==> src/design/spe_pkg.sv <==
// Package for the sphere point evaluator: word types, defaults and arctangent table.
`default_nettype none
package spe_pkg;
   localparam int ANGLE_BITS_DEF  = 16;
   localparam int TRIG_STAGES_DEF = 16;
   localparam int TRIG_W          = 18;
   localparam int ADDR_W          = 5;
   localparam int DATA_W          = 64;
   localparam int REG_W           = 48;

   localparam logic [1:0] REG_CENTRE = 2'd0;
   localparam logic [1:0] REG_AXIS_X = 2'd1;
   localparam logic [1:0] REG_AXIS_Y = 2'd2;
   localparam logic [1:0] REG_AXIS_Z = 2'd3;

   localparam logic [1:0] KIND_POS = 2'd0;
   localparam logic [1:0] KIND_DU  = 2'd1;
   localparam logic [1:0] KIND_DV  = 2'd2;
   localparam logic [1:0] KIND_DW  = 2'd3;

   localparam logic signed [33:0] CORDIC_K0 = 34'sd652032874;

   typedef struct packed {
      logic [15:0] radius_param;
      logic [15:0] azimuth;
      logic [15:0] elevation;
      logic        with_derivatives;
   } req_word_type;

   typedef struct packed {
      logic signed [31:0] vec_x;
      logic signed [31:0] vec_y;
      logic signed [31:0] vec_z;
      logic [1:0]         vector_kind;
      logic               last_of_run;
   } rsp_word_type;

   typedef logic signed [31:0] coord_type;
   typedef coord_type [2:0]    vec3_type;
   typedef vec3_type [3:0]     vec_set_type;

   function automatic logic [31:0] atan_turn(input int idx);
      logic [31:0] r;
      case (idx)
         0:  r = 32'h20000000;
         1:  r = 32'h12E4051E;
         2:  r = 32'h09FB385B;
         3:  r = 32'h051111D4;
         4:  r = 32'h028B0D43;
         5:  r = 32'h0145D7E1;
         6:  r = 32'h00A2F61E;
         7:  r = 32'h00517C55;
         8:  r = 32'h0028BE53;
         9:  r = 32'h00145F2F;
         10: r = 32'h000A2F98;
         11: r = 32'h000517CC;
         12: r = 32'h00028BE6;
         13: r = 32'h000145F3;
         14: r = 32'h0000A2FA;
         15: r = 32'h0000517D;
         16: r = 32'h000028BE;
         17: r = 32'h0000145F;
         18: r = 32'h00000A30;
         19: r = 32'h00000518;
         20: r = 32'h0000028C;
         21: r = 32'h00000146;
         22: r = 32'h000000A3;
         23: r = 32'h00000051;
         default: r = 32'h0;
      endcase
      return r;
   endfunction
endpackage
`default_nettype wire

==> src/design/spe_emit.sv <==
// Result buffer that sends a point and its derivative vectors one word per cycle.
`default_nettype none
module spe_emit (
   input  wire logic                 clock,
   input  wire logic                 reset,
   input  wire logic                 in_valid,
   input  wire logic                 in_derivs,
   input  wire spe_pkg::vec_set_type in_set,
   output logic                      take,
   output logic                      rsp_strobe,
   output spe_pkg::rsp_word_type     rsp_word
);
   import spe_pkg::*;

   logic        buf_valid_ff;
   logic        derivs_ff;
   logic [1:0]  kind_ff;
   vec_set_type set_ff;
   logic        last_now;

   assign last_now = !derivs_ff || (kind_ff == KIND_DW);
   assign take     = !buf_valid_ff || last_now;

   always_ff @(posedge clock) begin
      if (reset) begin
         buf_valid_ff <= 1'b0;
         kind_ff      <= KIND_POS;
      end else if (take) begin
         buf_valid_ff <= in_valid;
         kind_ff      <= KIND_POS;
      end else begin
         kind_ff      <= kind_ff + 2'd1;
      end
   end

   always_ff @(posedge clock) begin
      if (take) begin
         set_ff    <= in_set;
         derivs_ff <= in_derivs;
      end else begin
         set_ff    <= {vec3_type'('0), set_ff[3:1]};
      end
   end

   always_comb begin
      rsp_strobe           = buf_valid_ff;
      rsp_word.vec_x       = set_ff[0][0];
      rsp_word.vec_y       = set_ff[0][1];
      rsp_word.vec_z       = set_ff[0][2];
      rsp_word.vector_kind = kind_ff;
      rsp_word.last_of_run = last_now;
   end
endmodule
`default_nettype wire

==> config.mk <==
export PLATFORM = sky130hd
export DESIGN_NAME = spe_emit
export DESIGN_NICKNAME = d
export VERILOG_FILES = /design/src/design/spe_pkg.sv /design/src/design/spe_emit.sv
export SDC_FILE = /design/constraint.sdc
export NUM_CORES = 1
export LEC_CHECK = 0
export BUFFER_PORTS_ARGS = -buffer_cell sky130_fd_sc_hd__buf_2
export CAP_MARGIN = 20
export CORE_MARGIN = 2
export CORE_UTILIZATION = 30
export DETAILED_ROUTE_END_ITERATION = 8
export HOLD_SLACK_MARGIN = 0.12
export MAX_ROUTING_LAYER = met4
export SETUP_SLACK_MARGIN = 0.2
export SLEW_MARGIN = 30
export SYNTH_ARGS = -nofsm -noshare
export SYNTH_HDL_FRONTEND = slang
export SYNTH_SLANG_ARGS = --single-unit
==> constraint.sdc <==
create_clock -name clock -period 1.5 [get_ports clock]
set_input_delay 0.075 -clock clock [delete_from_list [all_inputs] [get_ports clock]]
set_output_delay 0.075 -clock clock [all_outputs]
set_load 0.03 [all_outputs]
==> flow_summary.ini <==
[status]
status = finished, violations left
violations = negative setup slack

[synthesis]
yosysMostFrequentCell = dfxtp_1
synthTopCellsByArea = dfxtp_1 (57%), mux2_4 (22%), mux2_2 (7.3%), buf_4 (5.4%), and2_1 (4.4%)
synth_edf_count = 1
ys_types = 17
synth_top_area_cell = dfxtp_1
syn_nets = 1308
synthFlopType = dfxtp_1
yosysSeqAreaShare = 0.575
ys_top_cells_by_count = dfxtp_1 (387), mux2_4 (200), buf_4 (97), and2_1 (96), mux2_2 (88)
syn_inst = 919
synth_area_um2 = 13500
async_flop_share = 0
syn_avg_cell_area_um2 = 14.7
yosysTopAreaCellShare = 0.573
ys_seq_elements = 388
ys_warn_count = 0

[timing]
maxSlewHeadroom = 0.820
rsz0062_at_grt = yes
fmax_mhz = 576
fin_crit_sh = 1.16
slew_violations = 0
finalWorstSetupSlack_ps = -235
hold_viol = 0
finalSetupViolCount = 361
layout_min_cycle_time_ps = 1730
tightest_slew_ps = 269
fin_skew_ps = 12.8

[cts]
clk_path_buf_depth = 3
cts_tree = yes
cts_made_buffers = 42
clock-sinks = 388
clk_pin_slew_ps = 60
worstSkewPairLatency_ps = 550
cts.htree.levels = 2
cts_root_buffer = clkbuf_16

[floorplan]
io_pins = 489
start_util = 0.305
core-area_um2 = 44300
die_area_um2 = 46800
die_h_um = 216
fp.dieW_um = 216
rows = 77

[finish]
nNetsFinal = 2143
syn2layout_area_growth_pct = 63.5
final_util = 0.499
drive_above_1_share = 0.506

[global_routing]
grt_start_max_net_pins = 44
grt_use_total = 0.164
grt-ovfl-total = 0
grt_pass1_wl_um = 57900
antenna_found_initial = 4
grt_pass1_vias = 10774

[hold_path]
hold-path-cell-count = 3
hold_path_class = in2reg
min_from = in_set[374]
min_to = set_ff[374]

[routing]
remaining_drc_errors = 0
num_vias = 9691
initialDrtViolationCount = 314
routed_wl_um = 42200
post_drt_wl_per_cell_um = 17.7
final_antenna_net_count = 0
via_per_inst = 4.07
dr.pass1.iters = 4

[place]
io_buffers = 488
gp_congestion = 0.850
dpl_worst_slack_ps = -169
hpwl_um = 24700

[job]
maxCapViolations = 0

[setup_path]
crit_type = reg2reg
worstPathRequired_ps = 1930
reg2reg_from = kind_ff[0]
critPathMaxFanout = 17
r2r-end = set_ff[260]
cp_data_arrival_time_ps = 2170
reg2reg_depth = 6
rrSetupSlack_ps = -230
cp-end-kind = flip-flop
critPathLaunchType = flip-flop

[pwr]
p_leak_nw = 10.7
power.density_nw_per_um2 = 1160
irDropWorstVdd_v = 0.000907
-- what timing repair did --
item | in CTS | in global routing
gates resized for setup | 14 | 52
hold buffers | 387 | 0
cloned | 2 | 25
endpoints found under the setup margin | 388 | 391
pin swaps | 0 | 2
buffers inserted | 4 | 2
hold endpoints to repair | 388 | 0
-- critical path, cell delays in order (launching register included) --
cell	delay [ps]
dfxtp_4	350
ha_4	150
nand3b_1	200
buf_6	190
clkbuf_16	210
clkbuf_16	200
mux2_4	310
-- power breakdown --
| group | total, W | switching, W | internal, W | leakage, nW |
|---|---|---|---|---|
| Sequential | 0.0114 | 0.000288 | 0.0112 | 3.28 |
| Clock | 0.0104 | 0.00419 | 0.00617 | 0.681 |
| Combinational | 0.00387 | 0.00149 | 0.00238 | 6.72 |
| Total | 0.0257 | 0.00596 | 0.0197 | 10.7 |
-- per-layer routing --
| layer | wire length, um | vias to the layer above | track usage |
|---|---|---|---|
| li1 | - | 4649 | - |
| met1 | 16200 | 4590 | 0.166 |
| met2 | 22300 | 328 | 0.299 |
| met3 | 2110 | 124 | 0.0417 |
| met4 | 1590 | 0 | 0.0705 |
| met5 | 0 | - | - |
-- sequential cells by signal (all words and copies together), names as in the netlist --
register	count
derivs_ff	1
kind_ff	2
rsp_strobe	1
rsp_word	96
set_ff	288
-- cell type report --
cell class	instances	area, um^2
fillers	3672	22200
flip-flops and latches	388	7780
repair buffers	931	7430
multi-input cells	390	4740
clock buffers	63	1260
well taps	592	741
clock inverters	13	134
diodes	4	10.0
inverters	1	3.75
-- metrics by stage --
stage | hold WS, ps | setup TNS [ps] | std cells | power, W | instance area (um^2)
after detailed placement | 254 | -27260 | 1883 | 0.0143 | 15900
final | 265 | -56280 | 2382 | 0.0257 | 22100
after CTS | 227 | -42420 | 2352 | 0.0256 | 21300
after global routing | 241 | -77270 | 2382 | 0.0267 | 22100
after floorplan | 141 | -6840 | 919 | 0.0137 | 13700
after global placement | 255 | -24950 | 1883 | 0.0142 | 15900
-- logic make-up after synthesis --
kind of cell | after synthesis | synth area share
AND/OR/NAND/NOR | 100 | 0.0464
flip-flops | 388 | 0.575
buffers and inverters | 141 | 0.0818
AO/OA/AOI/OAI | 1 | 0.000370
multiplexers | 288 | 0.295
adder cells (fa/ha/maj) | 1 | 0.000925
-- placed cells by master, fill, tap and decap left out, drive strengths merged, types with 2 or more instances in the layout --
master       count
buf            523
diode            4
clkbuf          84
clkinv           6
dlygate4sd3    387
inv              3
dfxtp          387
bufinv           2
and2            96
mux2           288
clkinvlp         3
-- how the worst max path moves through the flow --
stage,start,endpoint,slack [ps],cells after the start
global route,kind_ff[0],take,-300,5
floorplan,kind_ff[1],rsp_word[10],-40,6
global placement,kind_ff[1],set_ff[284],-150,5
detailed placement,kind_ff[1],set_ff[282],-170,5
finish,kind_ff[0],set_ff[260],-230,6
CTS,kind_ff[1],rsp_word[60],-230,6
(Power assumes the default switching activity.)
