[config.mk]
export PLATFORM = sky130hd
export DESIGN_NAME = spe_cordic
export DESIGN_NICKNAME = d
export VERILOG_FILES = /design/src/design/spe_pkg.sv /design/src/design/spe_cordic.sv
export SDC_FILE = /design/constraint.sdc
export NUM_CORES = 2
export LEC_CHECK = 0
export BUFFER_PORTS_ARGS = -buffer_cell sky130_fd_sc_hd__buf_4
export CAP_MARGIN = 25
export CORE_MARGIN = 2
export CORE_UTILIZATION = 66
export DETAILED_ROUTE_END_ITERATION = 10
export GPL_ROUTABILITY_DRIVEN = 1
export HOLD_SLACK_MARGIN = 0.12
export PLACE_DENSITY = 0.81
export SYNTH_ARGS = -nofsm -noshare
export SYNTH_HDL_FRONTEND = slang
export SYNTH_SLANG_ARGS = --single-unit
export TNS_END_PERCENT = 30
[constraint.sdc]
create_clock -name clock -period 8.3 [get_ports clock]
set_clock_uncertainty 0.2 [all_clocks]
set_input_delay 1.66 -clock clock [delete_from_list [all_inputs] [get_ports clock]]
set_output_delay 1.66 -clock clock [all_outputs]
set_load 0.02 [all_outputs]
[src/design/spe_pkg.sv]
// Package for the sphere point evaluator: word types, defaults and arctangent table.
`default_nettype none
package spe_pkg;
   localparam int ANGLE_BITS_DEF  = 16;
   localparam int TRIG_STAGES_DEF = 16;
   localparam int TRIG_W          = 18;
   localparam int ADDR_W          = 5;
   localparam int DATA_W          = 64;
   localparam int REG_W           = 48;

   localparam logic [1:0] REG_CENTRE = 2'd0;
   localparam logic [1:0] REG_AXIS_X = 2'd1;
   localparam logic [1:0] REG_AXIS_Y = 2'd2;
   localparam logic [1:0] REG_AXIS_Z = 2'd3;

   localparam logic [1:0] KIND_POS = 2'd0;
   localparam logic [1:0] KIND_DU  = 2'd1;
   localparam logic [1:0] KIND_DV  = 2'd2;
   localparam logic [1:0] KIND_DW  = 2'd3;

   localparam logic signed [33:0] CORDIC_K0 = 34'sd652032874;

   typedef struct packed {
      logic [15:0] radius_param;
      logic [15:0] azimuth;
      logic [15:0] elevation;
      logic        with_derivatives;
   } req_word_type;

   typedef struct packed {
      logic signed [31:0] vec_x;
      logic signed [31:0] vec_y;
      logic signed [31:0] vec_z;
      logic [1:0]         vector_kind;
      logic               last_of_run;
   } rsp_word_type;

   typedef logic signed [31:0] coord_type;
   typedef coord_type [2:0]    vec3_type;
   typedef vec3_type [3:0]     vec_set_type;

   function automatic logic [31:0] atan_turn(input int idx);
      logic [31:0] r;
      case (idx)
         0:  r = 32'h20000000;
         1:  r = 32'h12E4051E;
         2:  r = 32'h09FB385B;
         3:  r = 32'h051111D4;
         4:  r = 32'h028B0D43;
         5:  r = 32'h0145D7E1;
         6:  r = 32'h00A2F61E;
         7:  r = 32'h00517C55;
         8:  r = 32'h0028BE53;
         9:  r = 32'h00145F2F;
         10: r = 32'h000A2F98;
         11: r = 32'h000517CC;
         12: r = 32'h00028BE6;
         13: r = 32'h000145F3;
         14: r = 32'h0000A2FA;
         15: r = 32'h0000517D;
         16: r = 32'h000028BE;
         17: r = 32'h0000145F;
         18: r = 32'h00000A30;
         19: r = 32'h00000518;
         20: r = 32'h0000028C;
         21: r = 32'h00000146;
         22: r = 32'h000000A3;
         23: r = 32'h00000051;
         default: r = 32'h0;
      endcase
      return r;
   endfunction
endpackage
`default_nettype wire

[src/design/spe_cordic.sv]
// Pipelined rotation CORDIC giving cosine and sine of a turn fraction in Q4.14.
`default_nettype none
module spe_cordic #(
   parameter int ANGLE_BITS  = spe_pkg::ANGLE_BITS_DEF,
   parameter int TRIG_STAGES = spe_pkg::TRIG_STAGES_DEF
) (
   input  wire logic                              clock,
   input  wire logic                              adv,
   input  wire logic [15:0]                       angle,
   output logic signed [spe_pkg::TRIG_W-1:0]      cos_out,
   output logic signed [spe_pkg::TRIG_W-1:0]      sin_out
);
   import spe_pkg::*;

   localparam logic [31:0] KEEP = ~((32'd1 << (32 - ANGLE_BITS)) - 32'd1);

   logic signed [33:0] x_ff [TRIG_STAGES+1];
   logic signed [33:0] y_ff [TRIG_STAGES+1];
   logic signed [33:0] z_ff [TRIG_STAGES+1];
   logic               neg_ff [TRIG_STAGES+1];
   logic [31:0]        a_mask, a_off, a_adj;
   logic signed [33:0] xf, yf, xr, yr;
   logic signed [TRIG_W-1:0] cos_ff, sin_ff;

   always_comb begin
      a_mask = {angle, 16'h0000} & KEEP;
      a_off  = a_mask + 32'h4000_0000;
      a_adj  = a_off[31] ? a_mask + 32'h8000_0000 : a_mask;
   end

   always_ff @(posedge clock) begin
      if (adv) begin
         x_ff[0]   <= CORDIC_K0;
         y_ff[0]   <= 34'sd0;
         z_ff[0]   <= 34'(signed'(a_adj));
         neg_ff[0] <= a_off[31];
      end
   end

   for (genvar i = 0; i < TRIG_STAGES; i++) begin : g_stage
      logic signed [33:0] xs, ys, at;
      assign xs = x_ff[i] >>> i;
      assign ys = y_ff[i] >>> i;
      assign at = 34'(atan_turn(i));
      always_ff @(posedge clock) begin
         if (adv) begin
            if (!z_ff[i][33]) begin
               x_ff[i+1] <= x_ff[i] - ys;
               y_ff[i+1] <= y_ff[i] + xs;
               z_ff[i+1] <= z_ff[i] - at;
            end else begin
               x_ff[i+1] <= x_ff[i] + ys;
               y_ff[i+1] <= y_ff[i] - xs;
               z_ff[i+1] <= z_ff[i] + at;
            end
            neg_ff[i+1] <= neg_ff[i];
         end
      end
   end

   always_comb begin
      xf = neg_ff[TRIG_STAGES] ? -x_ff[TRIG_STAGES] : x_ff[TRIG_STAGES];
      yf = neg_ff[TRIG_STAGES] ? -y_ff[TRIG_STAGES] : y_ff[TRIG_STAGES];
      xr = (xf + 34'sd32768) >>> 16;
      yr = (yf + 34'sd32768) >>> 16;
   end

   always_ff @(posedge clock) begin
      if (adv) begin
         cos_ff <= xr[TRIG_W-1:0];
         sin_ff <= yr[TRIG_W-1:0];
      end
   end

   assign cos_out = cos_ff;
   assign sin_out = sin_ff;
endmodule
`default_nettype wire

==> key figures <==
Logic synthesis
  • Post-synthesis compound-gate area fraction: between 10% and 20%
  • Post-Synth Adder-Cell Area: between 10% and 20%
  • Syn Std Cell Area: about 120000 µm²
  • Most used flip-flop cell after synthesis: edfxtp_1
  • Top cells by area, synth: edfxtp_1 36%, ha_1 14%, xnor2_1 8.7%, a21oi_1 5.1%, xor2_1 4.5%
  • Gate Count Post-Synth: around 13000
  • Mean Syn Cell Area: about 9.7 µm²
  • Synth unique cells: roughly 110
  • Mux contribution to synthesized area: roughly 1.0%
  • Largest family of logic cells by synthesized area: compound AO/OA/AOI/OAI gates
  • Yosys warns: 0
  • Syn Nets: around 14000
  • Dominant cell by count in the synthesized netlist: edfxtp_1
  • Register area share after synthesis: approximately 36%
  • XOR/XNOR Fraction of Synth Area: 13.2%
  • Post-synthesis simple-gate area fraction: 12.7%
  • Yosys top cell by area: edfxtp_1
  • Synth top area share: ~36%
  • Post-synth top cells: 1498 x edfxtp_1, 1379 x ha_1, 1267 x a21oi_1, 1240 x xnor2_1, 983 x nor2_1
  • Async SR Flop Fraction: 0%
  • EDFF count, synth: 1498
  • Seq cells post-synth: 1498

Die
  • Num ports: 54
  • Initial Util: between 60% and 70%
  • Die ar.: about 190000 µm²
  • Die Y: 438 µm
  • Num rows: about 160
  • Die width: ~440 µm
  • Core area: approximately 190000 µm²

Detailed routing
  • DR pass1 iterations: 8
  • Post-route ant nets: 0
  • 1st-iter DRT viols: approximately 8300
  • Wire per inst: just over 20 µm
  • DRC violations left: 0
  • Via count: just under 100k
  • Final WL: approximately 320000 µm
  • Vias per cell: 6.39

GRT
  • First-pass GRT wire length: about 500000 µm
  • Total track usage: around a third
  • Vias in the first global route: approximately 96000
  • Antenna violations before repair: 3
  • Largest net degree at the start of global routing: between 150 and 200
  • Gr ovfl total: 0

Timing
  • Post-Route Setup TNS: 0 ps
  • Relative slew slack: between 30% and 40%
  • Final Hold Fails: 0
  • RSZ-0062 raised after global routing: no
  • Final period util: 79.1%
  • Final period demand of the worst path: ~6600 ps
  • Endpoints failing setup: 0
  • Worst-margin pin slew: ~1000 ps
  • Max Fclk: roughly 150 MHz
  • Fin. max-slew vios: 0

CTS
  • Clk slew on worst S/H paths: around 60 ps
  • Clock Latency Late Sink: ~860 ps
  • CTS Buffer Depth: 3
  • H-Tree Depth: 4
  • Clock root buffer: clkbuf_16
  • Post-CTS Repair Setup Buffers: 0
  • CTS tree: yes
  • TritonCTS Buffers: 168
  • Sink Count: approximately 1500
  • Gates resized, CTS repair: 0
  • Hold Buf Count CTS: 0

Status
  • Outcome: finished, final reports clean

Hold path
  • Hold WC Path Type: flip-flop to flip-flop

Worst setup path
  • Critical path class: input pin to flip-flop
  • Startpoint Class: input pin
  • Crit Path Max Fanout: 83
  • Worst Path Required: 8700 ps
  • Crit end category: flip-flop
  • Arrival time worst endpoint: about 7000 ps

Layout
  • Share of layout cells above drive strength 1: under 10%
  • Nets@finish: ~14000
  • FF+latch area: roughly 45000 µm²
  • Area occupied by multi-input gates: between 70000 and 80000 µm²
  • Fillers: roughly 14000
  • Area Growth Syn to Fin: 7.09%

Run
  • MaxCap Viol Count: 0

Placed design
  • RD Place Congestion: roughly 1
  • Port bufs: between 50 and 60
  • Post-DP HPWL: around 250000 µm
-- placed cells by master (no fill, tap or decap), types with 42 or more instances in the layout --
cell type  count
a211oi_1     110
a21boi_0      54
a21o_1       641
a21oi_1     1267
a31oi_1      108
and2_1        60
and3_1       112
buf_4        120
clkbuf_16    170
edfxtp_1    1498
fa_1          42
ha_1        1379
inv_1        538
mux2_2        66
mux2i_1       51
nand2_1      744
nand2b_1     181
nand3_1      214
nand4_1       95
nor2_1       983
nor2b_1      183
nor3_1       290
nor4_1        77
o211ai_1      56
o21a_1       175
o21ai_0      701
o21bai_1     167
o31ai_1      153
o41ai_1       46
or2_2         52
or3_1         88
xnor2_1     1240
xor2_1       633
-- layout make-up --
class / instances / area share [%]
diodes: 1 / 0.00188
clock inverters: 99 / 0.826
multi-input cells: 10600 / 57.5
clock buffers: 207 / 3.30
well taps: 2495 / 2.34
repair buffers: 124 / 0.742
flip-flops and latches: 1498 / 33.8
inverters: 548 / 1.54
-- registers in the layout, summed over array words and instances, names as in the netlist --
signal	cells
x_ff	484
cos_out	18
y_ff	511
z_ff	450
neg_ff	17
sin_out	18
-- worst max-delay path: stages --
cell and delay (ps):
buf_16 340, nand2_1 600, inv_1 510, buf_4 510, a21oi_1 110, xor2_1 170
ha_1 330, inv_1 90, o21ai_1 90, a31o_2 260, a2111oi_1 560, o311ai_1 180
a31o_2 330, a41o_1 280, o221ai_1 480, nor3_1 100, a211o_1 240
-- stage by stage --
| stage | hold slack, ps | util (%) | cell area [µm²] | setup slack (ps) | std cells |
|---|---|---|---|---|---|
| floorplan | 200 | - | 124000 | 1900 | 12800 |
| global placement | 202 | 68.1 | 128000 | 1060 | 15200 |
| detailed placement | 205 | 68.1 | 128000 | 930 | 15200 |
| CTS | 214 | 71.0 | 133000 | 1840 | 15500 |
| global route | 221 | 71.0 | 133000 | 1390 | 15500 |
| finish | 212 | 71.0 | 133000 | 1740 | 15500 |
-- kinds of logic (layout without fill, tap and decap cells) --
family                     count (synthesis)  count (layout)
AOI/OAI and AO/OA                       3895            3895
and+or+nand+nor                         3261            3261
xor gates and xnor gates                1875            1875
DFF                                     1498            1498
adders and majority gates               1423            1423
buffers and inverters                    760             978
muxes                                    118             118
other                                      0               1
-- final timing paths --
check / from / to / slack, ps / cells past startpoint
worst max-delay path: adv / x_ff[14][30] / 1740 / 17
worst max register to register: y_ff[11][14] / x_ff[12][33] / 2170 / 19
worst min register to register: neg_ff[6] / neg_ff[7] / 210 / 0
worst min-delay path: neg_ff[6] / neg_ff[7] / 210 / 0
-- routing by layer --
metal  up-vias  track usage (%)  wire length [µm]
met5         -                0                 0
met4         0             13.3             13200
met3       757             3.90             18300
met2      3351             55.7            153000
met1     47300             41.5            133000
li1      47900                -                 -
Power is left out: the tool's default activity adds up to more than one toggle a clock period on the data nets, which glitch-free logic cannot reach.
